## config.mk

```make
export PLATFORM = sky130hd
export DESIGN_NAME = sha1_hash_engine
export DESIGN_NICKNAME = d
export VERILOG_FILES = /design/src/sv/sha1_pkg.sv /design/src/sv/sha1_hash_engine.sv /design/src/sv/sha1_ram.sv
export SDC_FILE = /design/constraint.sdc
export NUM_CORES = 2
export LEC_CHECK = 0
export ABC_AREA = 1
export BUFFER_PORTS_ARGS = -buffer_cell sky130_fd_sc_hd__buf_2
export CORE_ASPECT_RATIO = 1.1
export CORE_MARGIN = 10
export CORE_UTILIZATION = 60
export CTS_BUF_LIST = sky130_fd_sc_hd__clkbuf_2
export CTS_CLUSTER_SIZE = 30
export DETAILED_ROUTE_END_ITERATION = 8
export PLACE_DENSITY = 0.85
export SETUP_SLACK_MARGIN = 0.2
export SLEW_MARGIN = 20
export SYNTH_ARGS = -nofsm -noshare
export SYNTH_HDL_FRONTEND = slang
export SYNTH_SLANG_ARGS = --single-unit
```

## constraint.sdc

```tcl
create_clock -name clk -period 43.6 [get_ports clk]
set_input_delay 4.36 -clock clk [delete_from_list [all_inputs] [get_ports clk]]
set_output_delay 4.36 -clock clk [all_outputs]
set_load 0.02 [all_outputs]
```

## src/sv/sha1_pkg.sv

```systemverilog
// shared types, constants and round function of the sha-1 engine
package sha1_pkg;

    // request mode codes
    localparam logic [1:0] MODE_ABSORB      = 2'd0;
    localparam logic [1:0] MODE_ABSORB_LAST = 2'd1;
    localparam logic [1:0] MODE_FINISH      = 2'd2;

    // block buffer geometry: sixteen 32-bit words
    localparam int BLOCK_WORDS = 16;
    localparam int WORD_BITS   = 32;
    localparam int ROUNDS      = 80;
    localparam int DIGEST_WORDS = 5;

    // initial chaining values
    localparam logic [31:0] H0_INIT = 32'h67452301;
    localparam logic [31:0] H1_INIT = 32'hEFCDAB89;
    localparam logic [31:0] H2_INIT = 32'h98BADCFE;
    localparam logic [31:0] H3_INIT = 32'h10325476;
    localparam logic [31:0] H4_INIT = 32'hC3D2E1F0;

    // round constants
    localparam logic [31:0] K0 = 32'h5A827999;
    localparam logic [31:0] K1 = 32'h6ED9EBA1;
    localparam logic [31:0] K2 = 32'h8F1BBCDC;
    localparam logic [31:0] K3 = 32'hCA62C1D6;

    localparam logic [7:0] PAD_BYTE = 8'h80;

    typedef enum logic [2:0] {
        ST_IDLE,
        ST_PAD,
        ST_ZERO,
        ST_LOAD,
        ST_ROUND,
        ST_FINAL
    } sha1_state_t;

    // working variables of one compression
    typedef struct packed {
        logic [31:0] a;
        logic [31:0] b;
        logic [31:0] c;
        logic [31:0] d;
        logic [31:0] e;
    } sha1_work_t;

    function automatic logic [31:0] rotl(input logic [31:0] v, input int n);
        rotl = (v << n) | (v >> (32 - n));
    endfunction

    // one sha-1 round
    function automatic sha1_work_t sha1_round(
        input sha1_work_t  s,
        input logic [31:0] w,
        input logic [6:0]  rnd
    );
        logic [31:0] f;
        logic [31:0] k;
        sha1_work_t  r;
        if (rnd < 7'd20) begin
            f = (s.b & s.c) | (~s.b & s.d);
            k = K0;
        end else if (rnd < 7'd40) begin
            f = s.b ^ s.c ^ s.d;
            k = K1;
        end else if (rnd < 7'd60) begin
            f = (s.b & s.c) | (s.b & s.d) | (s.c & s.d);
            k = K2;
        end else begin
            f = s.b ^ s.c ^ s.d;
            k = K3;
        end
        r.a = rotl(s.a, 5) + f + s.e + w + k;
        r.b = s.a;
        r.c = rotl(s.b, 30);
        r.d = s.c;
        r.e = s.d;
        return r;
    endfunction

endpackage

```

## src/sv/sha1_hash_engine.sv

```systemverilog
// sha-1 engine top level: byte intake, padding sequencer, round datapath, digest output
// The engine takes one message byte per request and packs four bytes into a word of a
// 16 x 32 block ram. The byte that completes a 64-byte block starts a compression (a load
// step that loads the working variables and fetches word 0, 80 rounds at one round per
// cycle, and a final step that updates the chaining words), during which no request is
// taken; the message schedule runs from the ram for rounds 0 to 15 and from a 16-word
// shift window after that. A finishing request writes the padding as whole words and runs
// one compression, or two when 56 or more bytes are pending. The five digest words then
// leave one per cycle while res_ready is high from an output register, and the next
// message may start while they wait to be taken.
module sha1_hash_engine (
    input  logic        clk,
    input  logic        rst_n,
    input  logic        req_valid,
    output logic        req_ready,
    input  logic [1:0]  mode,
    input  logic [7:0]  data_byte,
    output logic        res_valid,
    input  logic        res_ready,
    output logic [31:0] digest_word,
    output logic [2:0]  word_index,
    output logic        last_word
);

    import sha1_pkg::*;

    localparam int AW = $clog2(BLOCK_WORDS);

    // control state
    sha1_state_t state_reg, state_next;
    logic [5:0]  fill_reg, fill_next;
    logic [63:0] len_reg, len_next;
    logic [4:0]  wptr_reg, wptr_next;
    logic [6:0]  rnd_reg, rnd_next;
    logic        finish_reg, finish_next;
    logic        extra_reg, extra_next;
    logic        obusy_reg, obusy_next;
    logic [2:0]  oidx_reg, oidx_next;
    logic [31:0] h_reg [DIGEST_WORDS];
    logic [31:0] h_next [DIGEST_WORDS];

    // payload state
    logic [23:0] word_reg, word_next;
    sha1_work_t  work_reg, work_next;
    logic [31:0] win_reg [BLOCK_WORDS];
    logic [31:0] win_next [BLOCK_WORDS];
    logic [31:0] osh_reg [DIGEST_WORDS];
    logic [31:0] osh_next [DIGEST_WORDS];

    // ram ports
    logic          ram_we;
    logic [AW-1:0] ram_waddr;
    logic [31:0]   ram_wdata;
    logic [AW-1:0] ram_raddr;
    logic [31:0]   ram_rdata;

    logic        req_acc;
    logic        res_acc;
    logic [31:0] w_cur;
    logic [31:0] sum [DIGEST_WORDS];
    logic [31:0] pad_word;

    sha1_ram #(
        .WIDTH (WORD_BITS),
        .DEPTH (BLOCK_WORDS)
    ) u_buf (
        .clk   (clk),
        .we    (ram_we),
        .waddr (ram_waddr),
        .wdata (ram_wdata),
        .raddr (ram_raddr),
        .rdata (ram_rdata)
    );

    assign req_ready = (state_reg == ST_IDLE);
    assign req_acc   = req_valid && req_ready;
    assign res_acc   = res_valid && res_ready;

    // message schedule word for the current round
    assign w_cur = (rnd_reg < 7'd16) ? ram_rdata
                 : rotl(win_reg[13] ^ win_reg[8] ^ win_reg[2] ^ win_reg[0], 1);

    // chaining update sums
    assign sum[0] = h_reg[0] + work_reg.a;
    assign sum[1] = h_reg[1] + work_reg.b;
    assign sum[2] = h_reg[2] + work_reg.c;
    assign sum[3] = h_reg[3] + work_reg.d;
    assign sum[4] = h_reg[4] + work_reg.e;

    // pending bytes followed by the 0x80 marker, left aligned
    always_comb
    begin
        unique case (fill_reg[1:0])
            2'd0: pad_word = {PAD_BYTE, 24'd0};
            2'd1: pad_word = {word_reg[7:0], PAD_BYTE, 16'd0};
            2'd2: pad_word = {word_reg[15:0], PAD_BYTE, 8'd0};
            2'd3: pad_word = {word_reg[23:0], PAD_BYTE};
            default: pad_word = {PAD_BYTE, 24'd0};
        endcase
    end

    // output stage
    assign res_valid   = obusy_reg;
    assign digest_word = osh_reg[0];
    assign word_index  = oidx_reg;
    assign last_word   = (oidx_reg == 3'(DIGEST_WORDS - 1));

    // next state and datapath control
    always_comb
    begin
        state_next  = state_reg;
        fill_next   = fill_reg;
        len_next    = len_reg;
        wptr_next   = wptr_reg;
        rnd_next    = rnd_reg;
        finish_next = finish_reg;
        extra_next  = extra_reg;
        obusy_next  = obusy_reg;
        oidx_next   = oidx_reg;
        word_next   = word_reg;
        work_next   = work_reg;
        h_next      = h_reg;
        win_next    = win_reg;
        osh_next    = osh_reg;
        ram_we      = 1'b0;
        ram_waddr   = fill_reg[5:2];
        ram_wdata   = {word_reg, data_byte};
        ram_raddr   = '0;

        // digest words leave one per accepted result transfer
        if (res_acc)
        begin
            for (int i = 0; i < DIGEST_WORDS - 1; i++)
            begin
                osh_next[i] = osh_reg[i + 1];
            end
            osh_next[DIGEST_WORDS - 1] = osh_reg[DIGEST_WORDS - 1];
            oidx_next = oidx_reg + 3'd1;
            if (oidx_reg == 3'(DIGEST_WORDS - 1))
            begin
                obusy_next = 1'b0;
            end
        end

        unique case (state_reg)
            ST_IDLE:
            begin
                if (req_acc)
                begin
                    if (mode == MODE_ABSORB || mode == MODE_ABSORB_LAST)
                    begin
                        // pack the byte, write a word when four are in
                        word_next = {word_reg[15:0], data_byte};
                        ram_we    = (fill_reg[1:0] == 2'd3);
                        fill_next = fill_reg + 6'd1;
                        len_next  = len_reg + 64'd8;
                        if (fill_reg == 6'd63)
                        begin
                            // a last byte that fills the block leaves all padding for a
                            // fresh block
                            finish_next = (mode == MODE_ABSORB_LAST);
                            extra_next  = (mode == MODE_ABSORB_LAST);
                            state_next  = ST_LOAD;
                        end
                        else if (mode == MODE_ABSORB_LAST)
                        begin
                            finish_next = 1'b1;
                            state_next  = ST_PAD;
                        end
                    end
                    else if (mode == MODE_FINISH)
                    begin
                        finish_next = 1'b1;
                        state_next  = ST_PAD;
                    end
                end
            end

            ST_PAD:
            begin
                // word holding the marker byte
                ram_we     = 1'b1;
                ram_waddr  = fill_reg[5:2];
                ram_wdata  = pad_word;
                extra_next = (fill_reg >= 6'd56);
                wptr_next  = {1'b0, fill_reg[5:2]} + 5'd1;
                state_next = ST_ZERO;
            end

            ST_ZERO:
            begin
                // zero words, then the bit length in the last two words of the final block
                if (extra_reg && wptr_reg == 5'(BLOCK_WORDS))
                begin
                    state_next = ST_LOAD;
                end
                else
                begin
                    ram_we    = 1'b1;
                    ram_waddr = wptr_reg[AW-1:0];
                    if (!extra_reg && wptr_reg == 5'(BLOCK_WORDS - 2))
                    begin
                        ram_wdata = len_reg[63:32];
                    end
                    else if (!extra_reg && wptr_reg == 5'(BLOCK_WORDS - 1))
                    begin
                        ram_wdata = len_reg[31:0];
                    end
                    else
                    begin
                        ram_wdata = '0;
                    end
                    wptr_next = wptr_reg + 5'd1;
                    if (!extra_reg && wptr_reg == 5'(BLOCK_WORDS - 1))
                    begin
                        state_next = ST_LOAD;
                    end
                end
            end

            ST_LOAD:
            begin
                // fetch word 0 and load the working variables
                ram_raddr   = '0;
                work_next.a = h_reg[0];
                work_next.b = h_reg[1];
                work_next.c = h_reg[2];
                work_next.d = h_reg[3];
                work_next.e = h_reg[4];
                rnd_next    = '0;
                state_next  = ST_ROUND;
            end

            ST_ROUND:
            begin
                // one round per cycle, prefetch the next block word
                ram_raddr = rnd_reg[AW-1:0] + AW'(1);
                work_next = sha1_round(work_reg, w_cur, rnd_reg);
                for (int i = 0; i < BLOCK_WORDS - 1; i++)
                begin
                    win_next[i] = win_reg[i + 1];
                end
                win_next[BLOCK_WORDS - 1] = w_cur;
                rnd_next = rnd_reg + 7'd1;
                if (rnd_reg == 7'(ROUNDS - 1))
                begin
                    state_next = ST_FINAL;
                end
            end

            ST_FINAL:
            begin
                priority if (!finish_reg)
                begin
                    h_next     = sum;
                    state_next = ST_IDLE;
                end
                else if (extra_reg)
                begin
                    // second padding block follows
                    h_next     = sum;
                    extra_next = 1'b0;
                    wptr_next  = '0;
                    if (fill_reg == 6'd0)
                    begin
                        // full data block: marker still to be written at word 0
                        state_next = ST_PAD;
                    end
                    else
                    begin
                        state_next = ST_ZERO;
                    end
                end
                else if (!obusy_reg || (res_acc && oidx_reg == 3'(DIGEST_WORDS - 1)))
                begin
                    // hand the digest to the output and restart the message
                    osh_next    = sum;
                    obusy_next  = 1'b1;
                    oidx_next   = '0;
                    h_next[0]   = H0_INIT;
                    h_next[1]   = H1_INIT;
                    h_next[2]   = H2_INIT;
                    h_next[3]   = H3_INIT;
                    h_next[4]   = H4_INIT;
                    len_next    = '0;
                    fill_next   = '0;
                    finish_next = 1'b0;
                    state_next  = ST_IDLE;
                end
                else
                begin
                    // previous digest still in the output register
                    state_next = ST_FINAL;
                end
            end

            default:
            begin
                state_next = ST_IDLE;
            end
        endcase
    end

    // control registers
    always_ff @(posedge clk or negedge rst_n)
    begin
        if (!rst_n)
        begin
            state_reg  <= ST_IDLE;
            fill_reg   <= '0;
            len_reg    <= '0;
            wptr_reg   <= '0;
            rnd_reg    <= '0;
            finish_reg <= 1'b0;
            extra_reg  <= 1'b0;
            obusy_reg  <= 1'b0;
            oidx_reg   <= '0;
            h_reg[0]   <= H0_INIT;
            h_reg[1]   <= H1_INIT;
            h_reg[2]   <= H2_INIT;
            h_reg[3]   <= H3_INIT;
            h_reg[4]   <= H4_INIT;
        end
        else
        begin
            state_reg  <= state_next;
            fill_reg   <= fill_next;
            len_reg    <= len_next;
            wptr_reg   <= wptr_next;
            rnd_reg    <= rnd_next;
            finish_reg <= finish_next;
            extra_reg  <= extra_next;
            obusy_reg  <= obusy_next;
            oidx_reg   <= oidx_next;
            h_reg      <= h_next;
        end
    end

    // payload registers
    always_ff @(posedge clk)
    begin
        word_reg <= word_next;
        work_reg <= work_next;
        win_reg  <= win_next;
        osh_reg  <= osh_next;
    end

endmodule

```

## src/sv/sha1_ram.sv

```systemverilog
// generic single-port-write ram with registered read
module sha1_ram #(
    parameter int WIDTH = 32,
    parameter int DEPTH = 16
) (
    input  logic                     clk,
    input  logic                     we,
    input  logic [$clog2(DEPTH)-1:0] waddr,
    input  logic [WIDTH-1:0]         wdata,
    input  logic [$clog2(DEPTH)-1:0] raddr,
    output logic [WIDTH-1:0]         rdata
);

    logic [WIDTH-1:0] mem [DEPTH];

    // write port and registered read port
    always_ff @(posedge clk)
    begin
        if (we)
        begin
            mem[waddr] <= wdata;
        end
        rdata <= mem[raddr];
    end

endmodule
```

Word-level counts from Yosys, hierarchy flattened
Memory sizes are Yosys's and may differ from the RTL's. A register that Yosys moved wholly into a read port is not among the register bits.
Cells that the tools add are included.
W data, S select, Z words.
Word-level totals
  register bits after elaboration: 1107
  RAM bits: 512
  bits of input ports: 14
  output and inout bits: 38
  logic and storage cells: 220
  memories kept: 1
Memory list
  u_buf.mem: words 16, bits a word 32, read ports 1, clocked after Yosys merged registers in 1, wr ports 1, line sha1_ram.sv:14  | logic [WIDTH-1:0] mem [DEPTH];
Cells by class
  $add $sub $neg: 16
  order comparisons: 5
  eq/ne operators: 29
  mux-type cells: 87
  bitwise logic cells: 16
  reduce and logical (&&, ||, !) cells: 25
Operators with widths (count)
  $mux W160: 8
  $mux W32: 11
  $mux W64: 5
  $pmux W160 S2: 1
  $add A32 B32 Y32: 9
  $xor A32 B32 Y32: 5
  $and A32 B32 Y32: 4
  $pmux W32 S4: 1
  $pmux W64 S2: 1
  $or A32 B32 Y32: 3
  $add A64 B4 Y64 const B: 1
  $pmux W32 S2: 1
  $mux W3: 16
  $not A32 Y32: 1
  $or A32 B1 Y32: 1
  $or A32 B30 Y32: 1
  $or A32 B5 Y32: 1
  $mux W31: 1
  $mux W6: 5
  $mux W1: 23
  $pmux W3 S6: 1
  $mux W5: 3
  $pmux W5 S3: 1
  $lt A7 B5 Y1 const B: 2
  other kinds (41): 72

Longest topological paths before layout
  depth in word-level cells: 12
  gate-level depth with buffers: 26
  gate-level depth less buffers: 26

By module
Synthesis repeated with hierarchy kept, for this count alone.
Unflattened totals
  cells, all modules: 8619
  area, all modules: 81949.8 sq um
Modules (own cells, without submodules)
  sha1_hash_engine: times used 1, cells each 6497, area each 59218.0 sq um, seq. area each 30729.5 sq um
  sha1_ram: times used 1, cells each 2122, area each 22731.8 sq um, seq. area each 16015.4 sq um

Worst setup path before layout
No wires, ideal clock.
  path kind: reg-to-reg
  start point: register state_reg[1]
  end point: register win_reg[0] (netlist bit), enable pin
  setup time: 1076 ps
  arrival time: 15074 ps
  required time: 42524 ps
  setup slack: 27450 ps
  stages on the path, launching flop included: 6
  buffers on the path: 2
  period minus slack after synthesis: 16150 ps
  path through: dfrtp_1 nor2_1 nand2_2 inv_2 clkbuf_1 clkbuf_1
On the way
  longest elaborated chain between the ends: 1
Ends and longest elaborated chain
  start, declared: line sha1_hash_engine.sv:30  | sha1_state_t state_reg, state_next;
  start signal, assigned: line sha1_hash_engine.sv:326  | state_reg <= state_next;
  $eq A3 B3 Y1: line sha1_hash_engine.sv:145  | unique case (state_reg)
  end signal, assigned: line sha1_hash_engine.sv:344  | win_reg <= win_next;
  end, declared: line sha1_hash_engine.sv:45  | logic [31:0] win_reg [BLOCK_WORDS];
No other way between the ends.
A chain may end at the register's enable or synchronous reset.

Final worst setup path
  start point: register state_reg[1]
  end point: output port req_ready
On the way
  longest elaborated chain between the ends: 1
Ends and longest elaborated chain
  $logic_not A3 Y1: line sha1_hash_engine.sv:75  | assign req_ready = (state_reg == ST_IDLE);
  end, declared: line sha1_hash_engine.sv:15  | output logic req_ready,
No other way between the ends.

==> flow_summary.rst <==
.. list-table::
   :header-rows: 1

   * - Metric
     - Value
   * - Required time at the endpoint of the critical path
     - 39.24 ns
   * - Pre-Repair DR Iteration Count
     - 6
   * - Standard-cell rows
     - 140
   * - Arr. time, crit path
     - 3.18 ns
   * - Source-to-sink clock delay at the later pin of the worst-skew pair
     - 1.84 ns
   * - Crit. End Element
     - output pin
   * - Number of different library cells in the post-synthesis netlist
     - 59
   * - Met3 capacity usage during global routing
     - 9.31%
   * - Sequential element share of the synthesized area
     - 58.6%
   * - Area of the die
     - 148000 um^2
   * - Instance area at placement
     - 81700 um^2
   * - Horiz. Die Dim
     - 368 um
   * - CTS tree
     - built
   * - Launch point of the worst hold path
     - win_reg[151]$_DFFE_PP_
   * - Maximum frequency from static timing analysis
     - 0.133 GHz
   * - Leading cell types in the layout, fill and taps excluded
     - 1659 x nand2_1, 1240 x edfxtp_1, 854 x inv_1
   * - Number of enable flip-flop cells after synthesis
     - 1240
   * - Maximum number of pins on one net before global-route repair
     - 237
   * - Layout Nets
     - 8591
   * - Worst setup slack for register-to-register paths
     - 36.61 ns
   * - Gpl congestion
     - 1.01
   * - Overall fraction of global-route tracks in use
     - 34.5%
   * - Destination of the worst register-to-register timing path
     - work_reg[157]$_DFFE_PP_
   * - Post-CTS Setup Repair Bufs
     - 0
   * - Number of synthesized register bits
     - 1648
   * - Clock sink count
     - 1648
   * - Max-capacitance violation count
     - 0
   * - Clock H-tree levels
     - 5
   * - Netlist area before placement
     - 79800 um^2
   * - Final worst path period share
     - 17.3%
   * - Non-filler instance count after layout
     - 10300
   * - Endpoint, Worst Hold
     - win_reg[183]$_DFFE_PP_
   * - Tightest Hold Check Type
     - flip-flop to flip-flop
   * - Proportion of register bits with asynchronous set or reset after synthesis
     - 15.0%
   * - Share of final-layout standard cells stronger than drive strength 1
     - 11.0%
   * - Result of the run
     - completed
   * - Cell count of the worst reg-to-reg path
     - 25
   * - Max Buffers Root-to-Sink
     - 4
   * - Post-cts hold buffer count
     - 0
   * - Cts bufs inserted
     - 407
   * - Most common cell after layout, fill and taps aside
     - nand2_1
   * - Max-Slew Margin vs Limit
     - 20.1%
   * - Synthesized net count
     - 8369
   * - Total count of max-transition violations in the final report
     - 0
   * - Number of global-route vias before repair
     - 59800
   * - Hold violation total from the final report
     - 0
   * - YS warnings
     - 0
   * - Reg2reg start
     - rnd_reg[4]$_DFFE_PN0P_
   * - Resized cells post-CTS
     - 0
   * - Signed area change from the synthesized netlist to the final layout
     - 7.27%
   * - Critical Setup Path Class
     - flip-flop to output pin
   * - Worst clock skew
     - 0.182 ns
   * - Worst slew pin tran
     - 1.20 ns
   * - Met2 usage
     - 50.7%
   * - Via density per instance
     - 6.08
   * - Finished layout cell area
     - 85600 um^2
   * - Via Count
     - 62900
   * - Effective utilization at floorplan
     - 60.3%
   * - Met1 track utilization from global routing
     - 47.7%
   * - Quantity of I/O buffers inserted on ports
     - 51
   * - Master cell of the clock root buffer
     - clkbuf_2
   * - Antenna-violating nets left
     - 0
   * - Global route overflow
     - 0
   * - Clk pin slew, worst setup/hold paths
     - 0.11 ns
   * - DRC
     - 0
   * - Shortest clock period the worst path allows after layout
     - 7.54 ns
   * - HPWL after detailed placement
     - 185000 um
   * - Startpoint kind of the worst setup timing path
     - flip-flop
   * - Setup repair after global routing missed its margin
     - false
   * - Setup TNS
     - 0 ns
   * - First DRT Iteration DRCs
     - 8913
   * - Vert. Die Dim
     - 402 um
   * - Predominant post-synthesis flop cell
     - edfxtp_1
   * - Worst hold slack
     - 0.305 ns
   * - Total core area
     - 132000 um^2
   * - Per-cell routed wire length
     - 25.3 um
   * - Setup violation total in the final timing report
     - 0
   * - Initial antenna violation count
     - 19
   * - I/O pins
     - 52
   * - Worst Path Max Fanout
     - 7
   * - First-pass GRT wire length
     - 383000 um
   * - Mean cell area of the mapped netlist
     - 9.94 um^2
   * - Hold Path Stages
     - 0
   * - Number of instances in the synthesized netlist
     - 8026
   * - Placed Cells
     - 9613
   * - Most heavily used metal layer in global routing
     - met2
   * - Final wirelength
     - 262000 um
-- cell families (layout without fill, tap and decap cells) --
logic type      count (synthesis)  in the layout  synth area share [%]
mux                             3              3                0.0376
buf+inv                      1178           1716                  5.82
simple gates                 3186           3186                  16.5
other cells                     0              7                     0
fa+ha+maj                     329            329                  6.34
compound gates               1461           1461                  10.3
flops                        1648           1648                  58.6
xor+xnor                      221            221                  2.43
-- through the flow --
step	utilization, %	setup slack (ns)
after floorplan	-	27.45
final	64.7	36.06
after global routing	64.7	35.90
after global placement	61.8	35.28
after CTS	64.7	35.89
after detailed placement	61.8	35.17
-- cell type report --
type,instances,area [um^2]
antenna,7,17.5
clock buffer,598,2990
clock inverter,127,796
fill,10400,46700
inverter,868,3280
multi-input combinational,5200,28700
sequential,1648,46700
tap,1775,2220
timing repair buffer,123,853
-- routing by layer --
metal  vias up  share of wire (%)
met5         -              0.044
met4        20                5.3
met3       701                 12
met2      4145                 43
met1     30100                 39
li1      27900                  -
-- worst max path at each step --
| stage | from | cells past startpoint | endpoint |
|---|---|---|---|
| finish | state_reg[1]$_DFFE_PN0P_ | 4 | req_ready |
| detailed placement | res_ready | 12 | u_buf.mem[10][6]$_DFFE_PP_ |
| CTS | state_reg[1]$_DFFE_PN0P_ | 4 | req_ready |
| global placement | res_ready | 12 | u_buf.mem[10][13]$_DFFE_PP_ |
| floorplan | state_reg[1]$_DFFE_PN0P_ | 5 | win_reg[0]$_DFFE_PP_ |
| global route | state_reg[1]$_DFFE_PN0P_ | 4 | req_ready |
-- cell usage after synthesis, types with 15 or more instances --
cell          n  area, um^2
a21o_1       26         195
a21oi_1     317        1590
a31oi_1      37         231
buf_2        64         320
buf_4        36         270
clkbuf_1    196         736
dfrtp_1     168        4200
dfstp_2      80        2100
dfxtp_1     160        3200
edfxtp_1   1240       37200
fa_1        125        2500
ha_1        204        2550
inv_1       861        3230
nand2_1    1662        6240
nand3_1     419        2100
nand3b_1     24         180
nand4_1      85         532
nor2_1      843        3160
nor3_1       70         350
nor4_1       15        93.8
o2111ai_1    16         140
o211ai_1    136        1020
o21a_1       25         188
o21ai_0     740        3700
o21bai_1     29         218
o221ai_1     16         140
o22ai_1      52         325
o31ai_1      26         195
or2_2        36         225
xnor2_1     139        1220
xor2_1       82         718
-- worst max-delay path, stage by stage (launching register included) --
cell and delay [ns]:
dfrtp_1 0.41, nor2_1 0.39, nand2_1 0.36, inv_1 0.13, buf_2 0.18
Power is not shown: default switching activity piles up to over one toggle a cycle in this logic, so the estimate is an artifact.
